$ cat config.mk
export PLATFORM = sky130hd
export DESIGN_NAME = filtered_pi_speed_controller
export DESIGN_NICKNAME = d
export VERILOG_FILES = /design/src/design/fpsc_pkg.sv /design/src/design/fpsc_cfg.sv /design/src/design/fpsc_mac.sv /design/src/design/filtered_pi_speed_controller.sv
export SDC_FILE = /design/constraint.sdc
export NUM_CORES = 2
export LEC_CHECK = 0
export BUFFER_PORTS_ARGS = -buffer_cell sky130_fd_sc_hd__buf_2
export CAP_MARGIN = 0
export CELL_PAD_IN_SITES_DETAIL_PLACEMENT = 2
export CELL_PAD_IN_SITES_GLOBAL_PLACEMENT = 2
export CORE_ASPECT_RATIO = 0.8
export CORE_MARGIN = 2
export CORE_UTILIZATION = 41
export CTS_CLUSTER_DIAMETER = 200
export DETAILED_ROUTE_END_ITERATION = 10
export GPL_TIMING_DRIVEN = 0
export PLACE_DENSITY = 0.89
export SLEW_MARGIN = 5
export SYNTH_ARGS = -nofsm -noshare
export SYNTH_HDL_FRONTEND = slang
export SYNTH_SLANG_ARGS = --single-unit
$ cat constraint.sdc
create_clock -name clk -period 11.5 [get_ports clk]
set_clock_uncertainty 0.05 [all_clocks]
set_input_delay 2.3 -clock clk [delete_from_list [all_inputs] [get_ports clk]]
set_output_delay 2.3 -clock clk [all_outputs]
set_load 0.02 [all_outputs]
$ cat src/design/fpsc_pkg.sv
// ----------------------------------------------------------------------------
// fpsc_pkg - filtered PI speed controller shared definitions
// Configuration layout, sequencer states and shared-unit opcodes.
// ----------------------------------------------------------------------------
`default_nettype none

package fpsc_pkg;

  localparam int CFG_IDX_W   = 3;
  localparam int CFG_DATA_W  = 20;
  localparam int GAIN_W      = 16;
  localparam int ALPHA_W     = 13;
  localparam int DRIVE_W     = 16;
  localparam int CFG_LIMIT_W = 20;

  // signed multiplier operand A: holds 16-bit gains and the 13-bit alpha
  localparam int MUL_A_W = 18;

  localparam logic [GAIN_W-1:0]         PROP_GAIN_RST  = 16'd2540;
  localparam logic [GAIN_W-1:0]         INTEG_GAIN_RST = 16'd106;
  localparam logic [GAIN_W-1:0]         DERIV_GAIN_RST = 16'd0;
  localparam logic [ALPHA_W-1:0]        ALPHA_RST      = 13'd2867;
  localparam logic signed [DRIVE_W-1:0] DRIVE_MAX_RST  = 16'sd80;
  localparam logic signed [DRIVE_W-1:0] DRIVE_MIN_RST  = -16'sd80;
  localparam logic [CFG_LIMIT_W-1:0]    LIMIT_RST      = 20'd850;

  typedef enum logic [CFG_IDX_W-1:0] {
    CFG_PROP_GAIN      = 3'd0,
    CFG_INTEG_GAIN     = 3'd1,
    CFG_DERIV_GAIN     = 3'd2,
    CFG_FILTER_ALPHA   = 3'd3,
    CFG_DRIVE_MAX      = 3'd4,
    CFG_DRIVE_MIN      = 3'd5,
    CFG_INTEGRAL_LIMIT = 3'd6
  } cfg_idx_t;

  typedef struct packed {
    logic [GAIN_W-1:0]         prop_gain;
    logic [GAIN_W-1:0]         integ_gain;
    logic [GAIN_W-1:0]         deriv_gain;
    logic [ALPHA_W-1:0]        filter_alpha;
    logic signed [DRIVE_W-1:0] drive_max;
    logic signed [DRIVE_W-1:0] drive_min;
    logic [CFG_LIMIT_W-1:0]    integral_limit;
  } cfg_t;

  typedef enum logic [1:0] {
    MAC_HOLD,
    MAC_LOAD,
    MAC_ADD
  } mac_op_t;

  typedef enum logic [3:0] {
    S_IDLE,
    S_MIX_A,
    S_MIX_B,
    S_MIX_C,
    S_FILT,
    S_ERR,
    S_INTEG,
    S_CLAMP,
    S_PROD_I,
    S_PROD_D,
    S_SUM,
    S_OUT
  } state_t;

endpackage

`default_nettype wire

$ cat src/design/fpsc_cfg.sv
// ----------------------------------------------------------------------------
// fpsc_cfg - configuration register file
// Write-only gain, filter and clamp registers, loaded by index.
// ----------------------------------------------------------------------------
`default_nettype none

module fpsc_cfg (
  input  wire logic                             clk,
  input  wire logic                             rst,
  input  wire logic                             cfg_we,
  input  wire logic [fpsc_pkg::CFG_IDX_W-1:0]   cfg_index,
  input  wire logic [fpsc_pkg::CFG_DATA_W-1:0]  cfg_data,
  output fpsc_pkg::cfg_t                        cfg
);

  always_ff @(posedge clk) begin
    if (rst) begin
      cfg.prop_gain      <= fpsc_pkg::PROP_GAIN_RST;
      cfg.integ_gain     <= fpsc_pkg::INTEG_GAIN_RST;
      cfg.deriv_gain     <= fpsc_pkg::DERIV_GAIN_RST;
      cfg.filter_alpha   <= fpsc_pkg::ALPHA_RST;
      cfg.drive_max      <= fpsc_pkg::DRIVE_MAX_RST;
      cfg.drive_min      <= fpsc_pkg::DRIVE_MIN_RST;
      cfg.integral_limit <= fpsc_pkg::LIMIT_RST;
    end else if (cfg_we) begin
      case (fpsc_pkg::cfg_idx_t'(cfg_index))
        fpsc_pkg::CFG_PROP_GAIN: begin
          cfg.prop_gain <= cfg_data[fpsc_pkg::GAIN_W-1:0];
        end
        fpsc_pkg::CFG_INTEG_GAIN: begin
          cfg.integ_gain <= cfg_data[fpsc_pkg::GAIN_W-1:0];
        end
        fpsc_pkg::CFG_DERIV_GAIN: begin
          cfg.deriv_gain <= cfg_data[fpsc_pkg::GAIN_W-1:0];
        end
        fpsc_pkg::CFG_FILTER_ALPHA: begin
          cfg.filter_alpha <= cfg_data[fpsc_pkg::ALPHA_W-1:0];
        end
        fpsc_pkg::CFG_DRIVE_MAX: begin
          cfg.drive_max <= $signed(cfg_data[fpsc_pkg::DRIVE_W-1:0]);
        end
        fpsc_pkg::CFG_DRIVE_MIN: begin
          cfg.drive_min <= $signed(cfg_data[fpsc_pkg::DRIVE_W-1:0]);
        end
        fpsc_pkg::CFG_INTEGRAL_LIMIT: begin
          cfg.integral_limit <= cfg_data[fpsc_pkg::CFG_LIMIT_W-1:0];
        end
        default: begin
        end
      endcase
    end
  end

endmodule

`default_nettype wire

$ cat src/design/fpsc_mac.sv
// ----------------------------------------------------------------------------
// fpsc_mac - shared multiply-accumulate unit
// Registered signed product, then an accumulator that loads or adds it.
// ----------------------------------------------------------------------------
`default_nettype none

module fpsc_mac #(
  parameter int B_W   = 34,
  parameter int ACC_W = fpsc_pkg::MUL_A_W + B_W + 2
) (
  input  wire logic                                clk,
  input  wire logic signed [fpsc_pkg::MUL_A_W-1:0] mul_a,
  input  wire logic signed [B_W-1:0]               mul_b,
  input  wire fpsc_pkg::mac_op_t                   op,
  output logic signed [ACC_W-1:0]                  acc
);

  localparam int PROD_W = fpsc_pkg::MUL_A_W + B_W;

  logic signed [PROD_W-1:0] prod;

  always_ff @(posedge clk) begin
    prod <= mul_a * mul_b;
    case (op)
      fpsc_pkg::MAC_LOAD: acc <= ACC_W'(prod);
      fpsc_pkg::MAC_ADD:  acc <= acc + ACC_W'(prod);
      default:            acc <= acc;
    endcase
  end

endmodule

`default_nettype wire

$ cat src/design/filtered_pi_speed_controller.sv
// ----------------------------------------------------------------------------
// filtered_pi_speed_controller - filtered PI(D) wheel speed controller
// Encoder average, first-order low-pass, clamped integral and gain sum,
// all products taken on one shared multiply-accumulate unit.
// ----------------------------------------------------------------------------
//  channel  handshake             word
//  in       in_valid / in_ready   setpoint, left_count, right_count
//  out      out_valid / out_ready drive, drive_clamped
//  cfg      cfg_we                cfg_index, cfg_data
//
//  One word at a time: an 11-step sequencer around one multiplier and
//  accumulator, then back in idle to take the next word.
//  The result is written to the output register in the last step.
//  A result still waiting does not block acceptance; the sequencer only
//  stalls in its last step until the output register is free.
//  Synchronous reset clears filter, integral and previous error state.
// ----------------------------------------------------------------------------
`default_nettype none

module filtered_pi_speed_controller #(
  parameter int SAMPLE_WIDTH = 16,
  parameter int FRAC_BITS    = 12
) (
  input  wire logic                                   clk,
  input  wire logic                                   rst,
  input  wire logic                                   in_valid,
  output logic                                        in_ready,
  input  wire logic signed [SAMPLE_WIDTH-1:0]         setpoint,
  input  wire logic signed [SAMPLE_WIDTH-1:0]         left_count,
  input  wire logic signed [SAMPLE_WIDTH-1:0]         right_count,
  output logic                                        out_valid,
  input  wire logic                                   out_ready,
  output logic signed [fpsc_pkg::DRIVE_W-1:0]         drive,
  output logic                                        drive_clamped,
  input  wire logic                                   cfg_we,
  input  wire logic [fpsc_pkg::CFG_IDX_W-1:0]         cfg_index,
  input  wire logic [fpsc_pkg::CFG_DATA_W-1:0]        cfg_data
);

  localparam int FW    = SAMPLE_WIDTH + FRAC_BITS;
  localparam int EW    = FW + 1;
  localparam int DW    = FW + 2;
  localparam int LIM_W = fpsc_pkg::CFG_LIMIT_W + FRAC_BITS;
  localparam int IW    = ((LIM_W > FW) ? LIM_W : FW) + 2;
  localparam int BW    = IW;
  localparam int AW    = fpsc_pkg::MUL_A_W + BW + 2;
  localparam int AL_W  = fpsc_pkg::MUL_A_W;

  localparam logic signed [AL_W-1:0] ONE_A = AL_W'(1) << FRAC_BITS;
  localparam logic signed [AW-1:0]   HALF  = AW'(1) << (FRAC_BITS - 1);

  fpsc_pkg::cfg_t    cfg;
  fpsc_pkg::state_t  state, state_next;
  fpsc_pkg::mac_op_t mac_op;

  logic signed [AL_W-1:0] mul_a;
  logic signed [BW-1:0]   mul_b;
  logic signed [AW-1:0]   acc;
  logic                   out_load;

  logic signed [SAMPLE_WIDTH-1:0] tgt;
  logic signed [FW-1:0]           avg;
  logic signed [FW-1:0]           fs;
  logic signed [EW-1:0]           err;
  logic signed [EW-1:0]           prev_err;
  logic signed [DW-1:0]           diff;
  logic signed [IW-1:0]           integ;

  logic signed [SAMPLE_WIDTH:0]   lr_sum;
  logic signed [AL_W-1:0]         alpha_in, alpha_eff, alpha_inv;
  logic signed [AW-1:0]           fs_round;
  logic signed [EW-1:0]           err_next;
  logic signed [IW-1:0]           lim_pos, lim_neg;
  logic signed [AW-1:0]           hi, lo, q_trunc;
  logic                           round_up;

  fpsc_cfg u_cfg (
    .clk       (clk),
    .rst       (rst),
    .cfg_we    (cfg_we),
    .cfg_index (cfg_index),
    .cfg_data  (cfg_data),
    .cfg       (cfg)
  );

  fpsc_mac #(
    .B_W   (BW),
    .ACC_W (AW)
  ) u_mac (
    .clk   (clk),
    .mul_a (mul_a),
    .mul_b (mul_b),
    .op    (mac_op),
    .acc   (acc)
  );

  assign lr_sum    = (SAMPLE_WIDTH+1)'(left_count) + (SAMPLE_WIDTH+1)'(right_count);
  assign alpha_in  = $signed(AL_W'(cfg.filter_alpha));
  assign alpha_eff = (alpha_in > ONE_A) ? ONE_A : alpha_in;
  assign alpha_inv = ONE_A - alpha_eff;
  assign fs_round  = acc + HALF;
  assign err_next  = EW'($signed({tgt, {FRAC_BITS{1'b0}}})) - EW'(fs);
  assign lim_pos   = IW'($signed({1'b0, cfg.integral_limit, {FRAC_BITS{1'b0}}}));
  assign lim_neg   = -lim_pos;
  assign hi        = AW'($signed({cfg.drive_max, {(2*FRAC_BITS){1'b0}}}));
  assign lo        = AW'($signed({cfg.drive_min, {(2*FRAC_BITS){1'b0}}}));
  assign round_up  = acc[AW-1] & (|acc[2*FRAC_BITS-1:0]);
  assign q_trunc   = (acc >>> (2*FRAC_BITS)) + $signed(AW'(round_up));

  always_ff @(posedge clk) begin
    if (rst) begin
      state <= fpsc_pkg::S_IDLE;
    end else begin
      state <= state_next;
    end
  end

  always_comb begin
    state_next = state;
    in_ready   = 1'b0;
    mac_op     = fpsc_pkg::MAC_HOLD;
    mul_a      = '0;
    mul_b      = '0;
    out_load   = 1'b0;
    case (state)
      fpsc_pkg::S_IDLE: begin
        in_ready = 1'b1;
        if (in_valid) begin
          state_next = fpsc_pkg::S_MIX_A;
        end
      end
      fpsc_pkg::S_MIX_A: begin
        mul_a      = alpha_eff;
        mul_b      = BW'(avg);
        state_next = fpsc_pkg::S_MIX_B;
      end
      fpsc_pkg::S_MIX_B: begin
        mul_a      = alpha_inv;
        mul_b      = BW'(fs);
        mac_op     = fpsc_pkg::MAC_LOAD;
        state_next = fpsc_pkg::S_MIX_C;
      end
      fpsc_pkg::S_MIX_C: begin
        mac_op     = fpsc_pkg::MAC_ADD;
        state_next = fpsc_pkg::S_FILT;
      end
      fpsc_pkg::S_FILT: begin
        state_next = fpsc_pkg::S_ERR;
      end
      fpsc_pkg::S_ERR: begin
        state_next = fpsc_pkg::S_INTEG;
      end
      fpsc_pkg::S_INTEG: begin
        state_next = fpsc_pkg::S_CLAMP;
      end
      fpsc_pkg::S_CLAMP: begin
        mul_a      = $signed(AL_W'(cfg.prop_gain));
        mul_b      = BW'(err);
        state_next = fpsc_pkg::S_PROD_I;
      end
      fpsc_pkg::S_PROD_I: begin
        mul_a      = $signed(AL_W'(cfg.integ_gain));
        mul_b      = integ;
        mac_op     = fpsc_pkg::MAC_LOAD;
        state_next = fpsc_pkg::S_PROD_D;
      end
      fpsc_pkg::S_PROD_D: begin
        mul_a      = $signed(AL_W'(cfg.deriv_gain));
        mul_b      = BW'(diff);
        mac_op     = fpsc_pkg::MAC_ADD;
        state_next = fpsc_pkg::S_SUM;
      end
      fpsc_pkg::S_SUM: begin
        mac_op     = fpsc_pkg::MAC_ADD;
        state_next = fpsc_pkg::S_OUT;
      end
      fpsc_pkg::S_OUT: begin
        if (!out_valid || out_ready) begin
          out_load   = 1'b1;
          state_next = fpsc_pkg::S_IDLE;
        end
      end
      default: begin
        state_next = fpsc_pkg::S_IDLE;
      end
    endcase
  end

  // controller state
  always_ff @(posedge clk) begin
    if (rst) begin
      fs       <= '0;
      integ    <= '0;
      prev_err <= '0;
    end else begin
      case (state)
        fpsc_pkg::S_FILT: begin
          fs <= fs_round[FRAC_BITS +: FW];
        end
        fpsc_pkg::S_INTEG: begin
          integ    <= integ + IW'(err);
          prev_err <= err;
        end
        fpsc_pkg::S_CLAMP: begin
          if (integ > lim_pos) begin
            integ <= lim_pos;
          end else if (integ < lim_neg) begin
            integ <= lim_neg;
          end
        end
        default: begin
        end
      endcase
    end
  end

  // per-word working registers
  always_ff @(posedge clk) begin
    if (in_valid && in_ready) begin
      tgt <= setpoint;
      avg <= $signed({lr_sum, {(FRAC_BITS-1){1'b0}}});
    end
    if (state == fpsc_pkg::S_ERR) begin
      err <= err_next;
    end
    if (state == fpsc_pkg::S_INTEG) begin
      diff <= DW'(err) - DW'(prev_err);
    end
  end

  // output register
  always_ff @(posedge clk) begin
    if (rst) begin
      out_valid <= 1'b0;
    end else if (out_load) begin
      out_valid <= 1'b1;
    end else if (out_ready) begin
      out_valid <= 1'b0;
    end
  end

  always_ff @(posedge clk) begin
    if (out_load) begin
      if (acc > hi) begin
        drive         <= cfg.drive_max;
        drive_clamped <= 1'b1;
      end else if (acc < lo) begin
        drive         <= cfg.drive_min;
        drive_clamped <= 1'b1;
      end else begin
        drive         <= q_trunc[fpsc_pkg::DRIVE_W-1:0];
        drive_clamped <= 1'b0;
      end
    end
  end

  a_busy_after_accept: assert property (
    @(posedge clk) disable iff (rst)
    (in_valid && in_ready) |=> !in_ready
  ) else $error("input accepted while sequencer busy");

  a_out_stall_holds: assert property (
    @(posedge clk) disable iff (rst)
    (state == fpsc_pkg::S_OUT && out_valid && !out_ready) |=> (state == fpsc_pkg::S_OUT)
  ) else $error("result overwrote a word still waiting");

  a_integral_bounded: assert property (
    @(posedge clk) disable iff (rst)
    (state == fpsc_pkg::S_PROD_I && $stable(cfg.integral_limit))
      |-> (integ <= lim_pos) && (integ >= lim_neg)
  ) else $error("integral outside its clamp");

endmodule

`default_nettype wire

Word-level counts from Yosys, hierarchy flattened. Index checks and enable logic that the tools add are counted.

Add/sub/neg operators: 9. Multipliers: 1. Order comparisons: 5. Equality and inequality tests: 22. Mux-type cells: 19. Bitwise gates (word level): 1. Reduce and logical (&&, ||, !) cells: 20.

Operator list (number): $pmux 34 s5 (1); $pmux 54 s2 (1); $pmux 18 s5 (1); $mux 34 (2); $pmux 34 s2 (1); $add 54x52->54 (1); $gt 54x40->1 (1); $lt 54x40->1 (1); $mul 18x34->52 (1); $pmux 4 s12 (1); $add 40x13->40 const B (1); $add 34x29->34 (1); $gt 34x33->1 (1); $lt 34x34->1 (1); $neg 32->34 (1); $mux 16 (2); $sub 29x29->30 (1); $sub 28x28->29 (1); $reduce_or 24->1 (1); $reduce_and 2->1 (9); $add 16x16->17 (1); $add 16x2->16 (1); $eq 4x3->1 const B (4); $eq 4x4->1 const B (4); other kinds (24) (37).

Bits in registers: 424. Input bits: 76. Output and inout bits: 19.

Longest topological paths before layout.
Depth after elaboration: 5. Gate-level depth with buffers: 36.

Modules after synthesis. A second synthesis with hierarchy kept.

Cells, all modules: 5492. Area total of the unflattened synthesis: 49268.5 sq um.

Modules (own cells, without submodules): fpsc_mac (times used 1, cells each 2981, area an instance 27202.3 sq um); filtered_pi_speed_controller (times used 1, cells each 2092, area an instance 17588.1 sq um); fpsc_cfg (times used 1, cells each 419, area an instance 4478.0 sq um).

Worst setup path before layout. OpenSTA, ideal clock, no wires.

Kind: reg2reg. From: reg, netlist name u_cfg.cfg[54]. To: reg u_mac.prod[39]. Setup time: 0.072 ns. Data arrival time: 7.955 ns. Data required time: 11.378 ns. Path slack: 3.423 ns. Cell stages (with the launch flop): 33. Path buffers: 1. Clock period less this slack: 8.077 ns. Cell sequence: dfxtp_1 > nor2_1 > or4b_2 > nor2_1 > nand2_1 > o21ai_0 > nand2_1 > a211o_1 > a21boi_2 > buf_2 > nor2_1 > fa_1 > inv_1 > fa_1 > fa_1 > inv_1 > fa_1 > fa_1 > inv_1 > fa_1 > inv_1 > ha_1 > a21oi_1 > nor2b_1 > a2111oi_0 > nor2_1 > nor2_1 > o21ai_0 > a221o_1 > a221o_1 > a21o_1 > a21oi_1 > xnor2_1.

Longest elaborated chain between the ends: 5.

Ends and longest elaborated chain: $gt 13x13->1 (line filtered_pi_speed_controller.sv:99) `assign alpha_eff = (alpha_in > ONE_A) ? ONE_A : alpha_in;`; $mux 13 (*) (line filtered_pi_speed_controller.sv:99); $sub 13x13->14 (line filtered_pi_speed_controller.sv:100) `assign alpha_inv = ONE_A - alpha_eff;`; $pmux 18 s5 (*) (line filtered_pi_speed_controller.sv:125) `case (state)`; $mul 18x34->52 (*) (line fpsc_mac.sv:23) `prod <= mul_a * mul_b;`; end signal, assigned (line fpsc_mac.sv:23); end, declared (line fpsc_mac.sv:20) `logic signed [PROD_W-1:0] prod;`.

Mark *: on every way between the ends. The rest lies on a longest branch, timed or not. A chain may end at the register's enable or synchronous reset.

Worst setup path after layout.
From: reg state[0]. To: reg u_mac.prod[44].

Longest elaborated chain between the ends: 3.

Ends and longest elaborated chain: start, declared (line filtered_pi_speed_controller.sv:53) `fpsc_pkg::state_t state, state_next;`; start signal, assigned (line filtered_pi_speed_controller.sv:112) `state <= fpsc_pkg::S_IDLE;`; start signal, assigned (line filtered_pi_speed_controller.sv:114) `state <= state_next;`; $eq 4x4->1 (tied with other cells) (line filtered_pi_speed_controller.sv:125); $pmux 18 s5 / $pmux 34 s5 (equally long branches) (line filtered_pi_speed_controller.sv:125); $mul 18x34->52 (*) (line fpsc_mac.sv:23).

Marked as above.

==> impl_results.md <==
- Status: finished, final reports clean
- Number of synthesized register bits: 424
- Worst skew pair latency: between 0.6 and 0.7 ns
- Met2 wire length: roughly 110000 um
- Endpoints failing setup: 0
- CP most frequent cell: fa_1
- Cts hold-fix bufs: 0
- H-tree depth: 2
- Number of flops mapped to enable cells by yosys: 163
- Maxcap violations: 0
- Syn Inst Count: ~5500
- Sequential cell area: 10100 sq um
- DR top layer: met5
- Slew Limit Fails: 0
- Fin crit share: approximately 100%
- Area after DPL: 50400 sq um
- Crit path kind: flip-flop to flip-flop
- Yosys cell types: a little under 90
- DIE HEIGHT: ~310 um
- Top FF cell, synth: dfxtp_1
- WL per Instance: 33.2 um
- Total wire length: between 200000 and 250000 um
- PortBufs: about 90
- Grt ovf: 0
- Avg Cell Area, Syn: approximately 8.7 sq um
- TritonCTS clock tree: built
- Number of detailed-route iterations in the first pass: 8
- Crit-path max FO: 10
- Clock sinks: approximately 420
- Area of the mapped netlist: approximately 48000 sq um
- Slew of the pin with the lowest slew margin: between 1 and 1.5 ns
- Setup TNS: 0 ns
- Met3 wire length: about 25000 um
- YS warnings: 0
- Dpl ws: -0.0589 ns
- CTS clock-pin slew for the worst setup and hold paths: 0.08 ns
- DR DRC count: 0
- Post-synthesis async set-or-reset flop share: 0%
- HP Class: flip-flop to flip-flop
- FILL cells: 12495
- CP Capture Type: flip-flop
- WHS: approximately 0.41 ns
- Post-layout net count: between 6000 and 7000
- Slew headroom: 6.45%
- Final worst slack: ~0.034 ns
- # rows: roughly 110
- CTS buffer count: 48
- Vias/cell: slightly above 6
- Largest net degree at the start of global routing: 36
- Die width: between 300 and 400 um
- Final Hold Fails: 0
- Largest stage delay, worst path: 0.84 ns
- Post-route ant nets: 0
- IO Pins: 95
- Most frequent cells in the layout: inv_1, nand2_1, fa_1, nor2_1, ha_1
- Initial Util: just over 40%
- Peak supply drop: around 0.21 mV
- P per Cell Area: ~240 nW/um^2
- Power Total: between 0.01 and 0.015 W
- GR Util All Layers: about 41%
- CTS root buffer: clkbuf_16
- Worst EP arrival: approximately 12 ns
- Die Area: ~120000 sq um
- Vias in the first global route: slightly above 50000
- Slowest cell on the critical path: clkdlybuf4s15_1
- RSZ-0062 raised after global routing: false
- Register area share after synthesis: 21.3%
- Commonest non-fill, non-tap cell in the layout: inv_1
- Layout cells sized above 1: between 5 and 6%
- Min cycle time layout: 11.47 ns
- Vias post-DR: between 40000 and 50000
- DR iter-0 viols: approximately 5200
- LEAKAGE: 23.3 nW
- Worst path required time: 12.00 ns
- Detailed placement HPWL: between 150000 and 200000 um
- Routed length on met1: between 90000 and 100000 um
- Total core area: 115000 sq um
- Deepest clock path buffer count: 3
- Area of the multi-input gates: roughly 34000 sq um
- GPL Wtd Cong: roughly 0.97
- Setup crit start kind: flip-flop
- Area growth syn-to-layout: 9.73%
- Fin area: between 50000 and 60000 sq um
- Antenna violations before repair: 13
- Max Fclk: about 0.087 GHz
- Global-route wire length before repair: 354000 um
## final timing paths
| kind | cells after the start | from | endpoint | slack [ns] |
|---|---|---|---|---|
| setup / recovery | 29 | state[0] | u_mac.prod[44] | 0.03 |
| hold / removal | 2 | u_cfg.cfg[41] | u_cfg.cfg[41] | 0.41 |
| setup reg to reg | 29 | state[0] | u_mac.prod[44] | 0.03 |
| hold reg to reg | 2 | u_cfg.cfg[41] | u_cfg.cfg[41] | 0.41 |
## synthesized netlist by cell type, types with 32 or more instances
master      n  area, sq um
nand2_1   793         2980
a21o_1    111          833
nor2b_1    43          269
xnor2_1   166         1450
nand2b_1   47          294
nand3_1   102          510
nor3_1     64          320
xor2_1     83          727
o21ai_0   135          676
inv_1     895         3360
nand4_1    51          319
and3_1     44          275
a211oi_1   53          398
fa_1      589        11800
edfxtp_1  163         4890
o21a_1     36          270
nor2_1    466         1750
a31oi_1    32          200
a22oi_1    38          285
ha_1      380         4750
dfxtp_1   261         5230
mux2_2     47          529
a21oi_1   296         1480
o211ai_1   36          270
and2_1     36          225
clkbuf_1  183          687
## metrics by stage
stage,utilization (%),cells
finish,45.5,7284
global route,45.4,7278
CTS,45.4,7281
detailed placement,43.9,7190
global placement,43.7,7181
floorplan,-,5565
## power breakdown
group | internal, W | switching (W) | total (W)
Combinational | 0.00261 | 0.00556 | 0.00817
Clock | 0.000967 | 0.000826 | 0.00179
Sequential | 0.00196 | 0.000418 | 0.00238
## registers in the layout (all words and copies together) (netlist names), 17 cells and up
| register | count |
|---|---|
| u_cfg.cfg | 113 |
| prev_err | 29 |
| err | 29 |
| integ | 34 |
| avg | 17 |
| diff | 30 |
| u_mac.prod | 52 |
| fs | 28 |
| u_mac.acc | 54 |
## repair_timing
item	CTS	global route
endpoints found under the setup margin	15	16
setup buffers	1	0
gates resized for setup	7	67
pin swaps	1	0
## kinds of logic (layout without fill, tap and decap cells)
logic type / count (synthesis) / count (layout) / share of synthesized area (%)
flops: 424 / 424 / 21.3
other cells: 2 / 76 / 0.0158
compound gates: 925 / 925 / 12.7
mux: 75 / 75 / 1.70
fa+ha+maj: 969 / 969 / 34.8
simple gates: 1743 / 1743 / 16.1
buf+inv: 1111 / 1298 / 8.80
xor+xnor: 249 / 249 / 4.58
## critical path: cells and delay by family (launching register included)
family / cells / cell delay, ns
buf+inv: 8 / 2.86
compound gates: 4 / 1.88
fa+ha+maj: 7 / 3.71
xor+xnor: 1 / 0.35
flops: 1 / 0.36
simple gates: 9 / 2.10
## layout make-up
type,instances,area share (%)
clock buffers,66,2.71
flip-flops and latches,424,19.4
plain buffers,206,1.60
diodes,7,0.0336
multi-input cells,4030,64.4
well taps,1525,3.65
inverters,901,6.48
repair buffers,101,1.21
clock inverters,24,0.563
## layer usage
layer | vias to the layer above | global-route usage (%)
met3 | 939 | 11.0
met4 | 18 | 24.9
met2 | 2689 | 63.1
met5 | - | 0
li1 | 18329 | -
met1 | 23459 | 50.2
No activity file was read; power rests on OpenSTA's default activity.
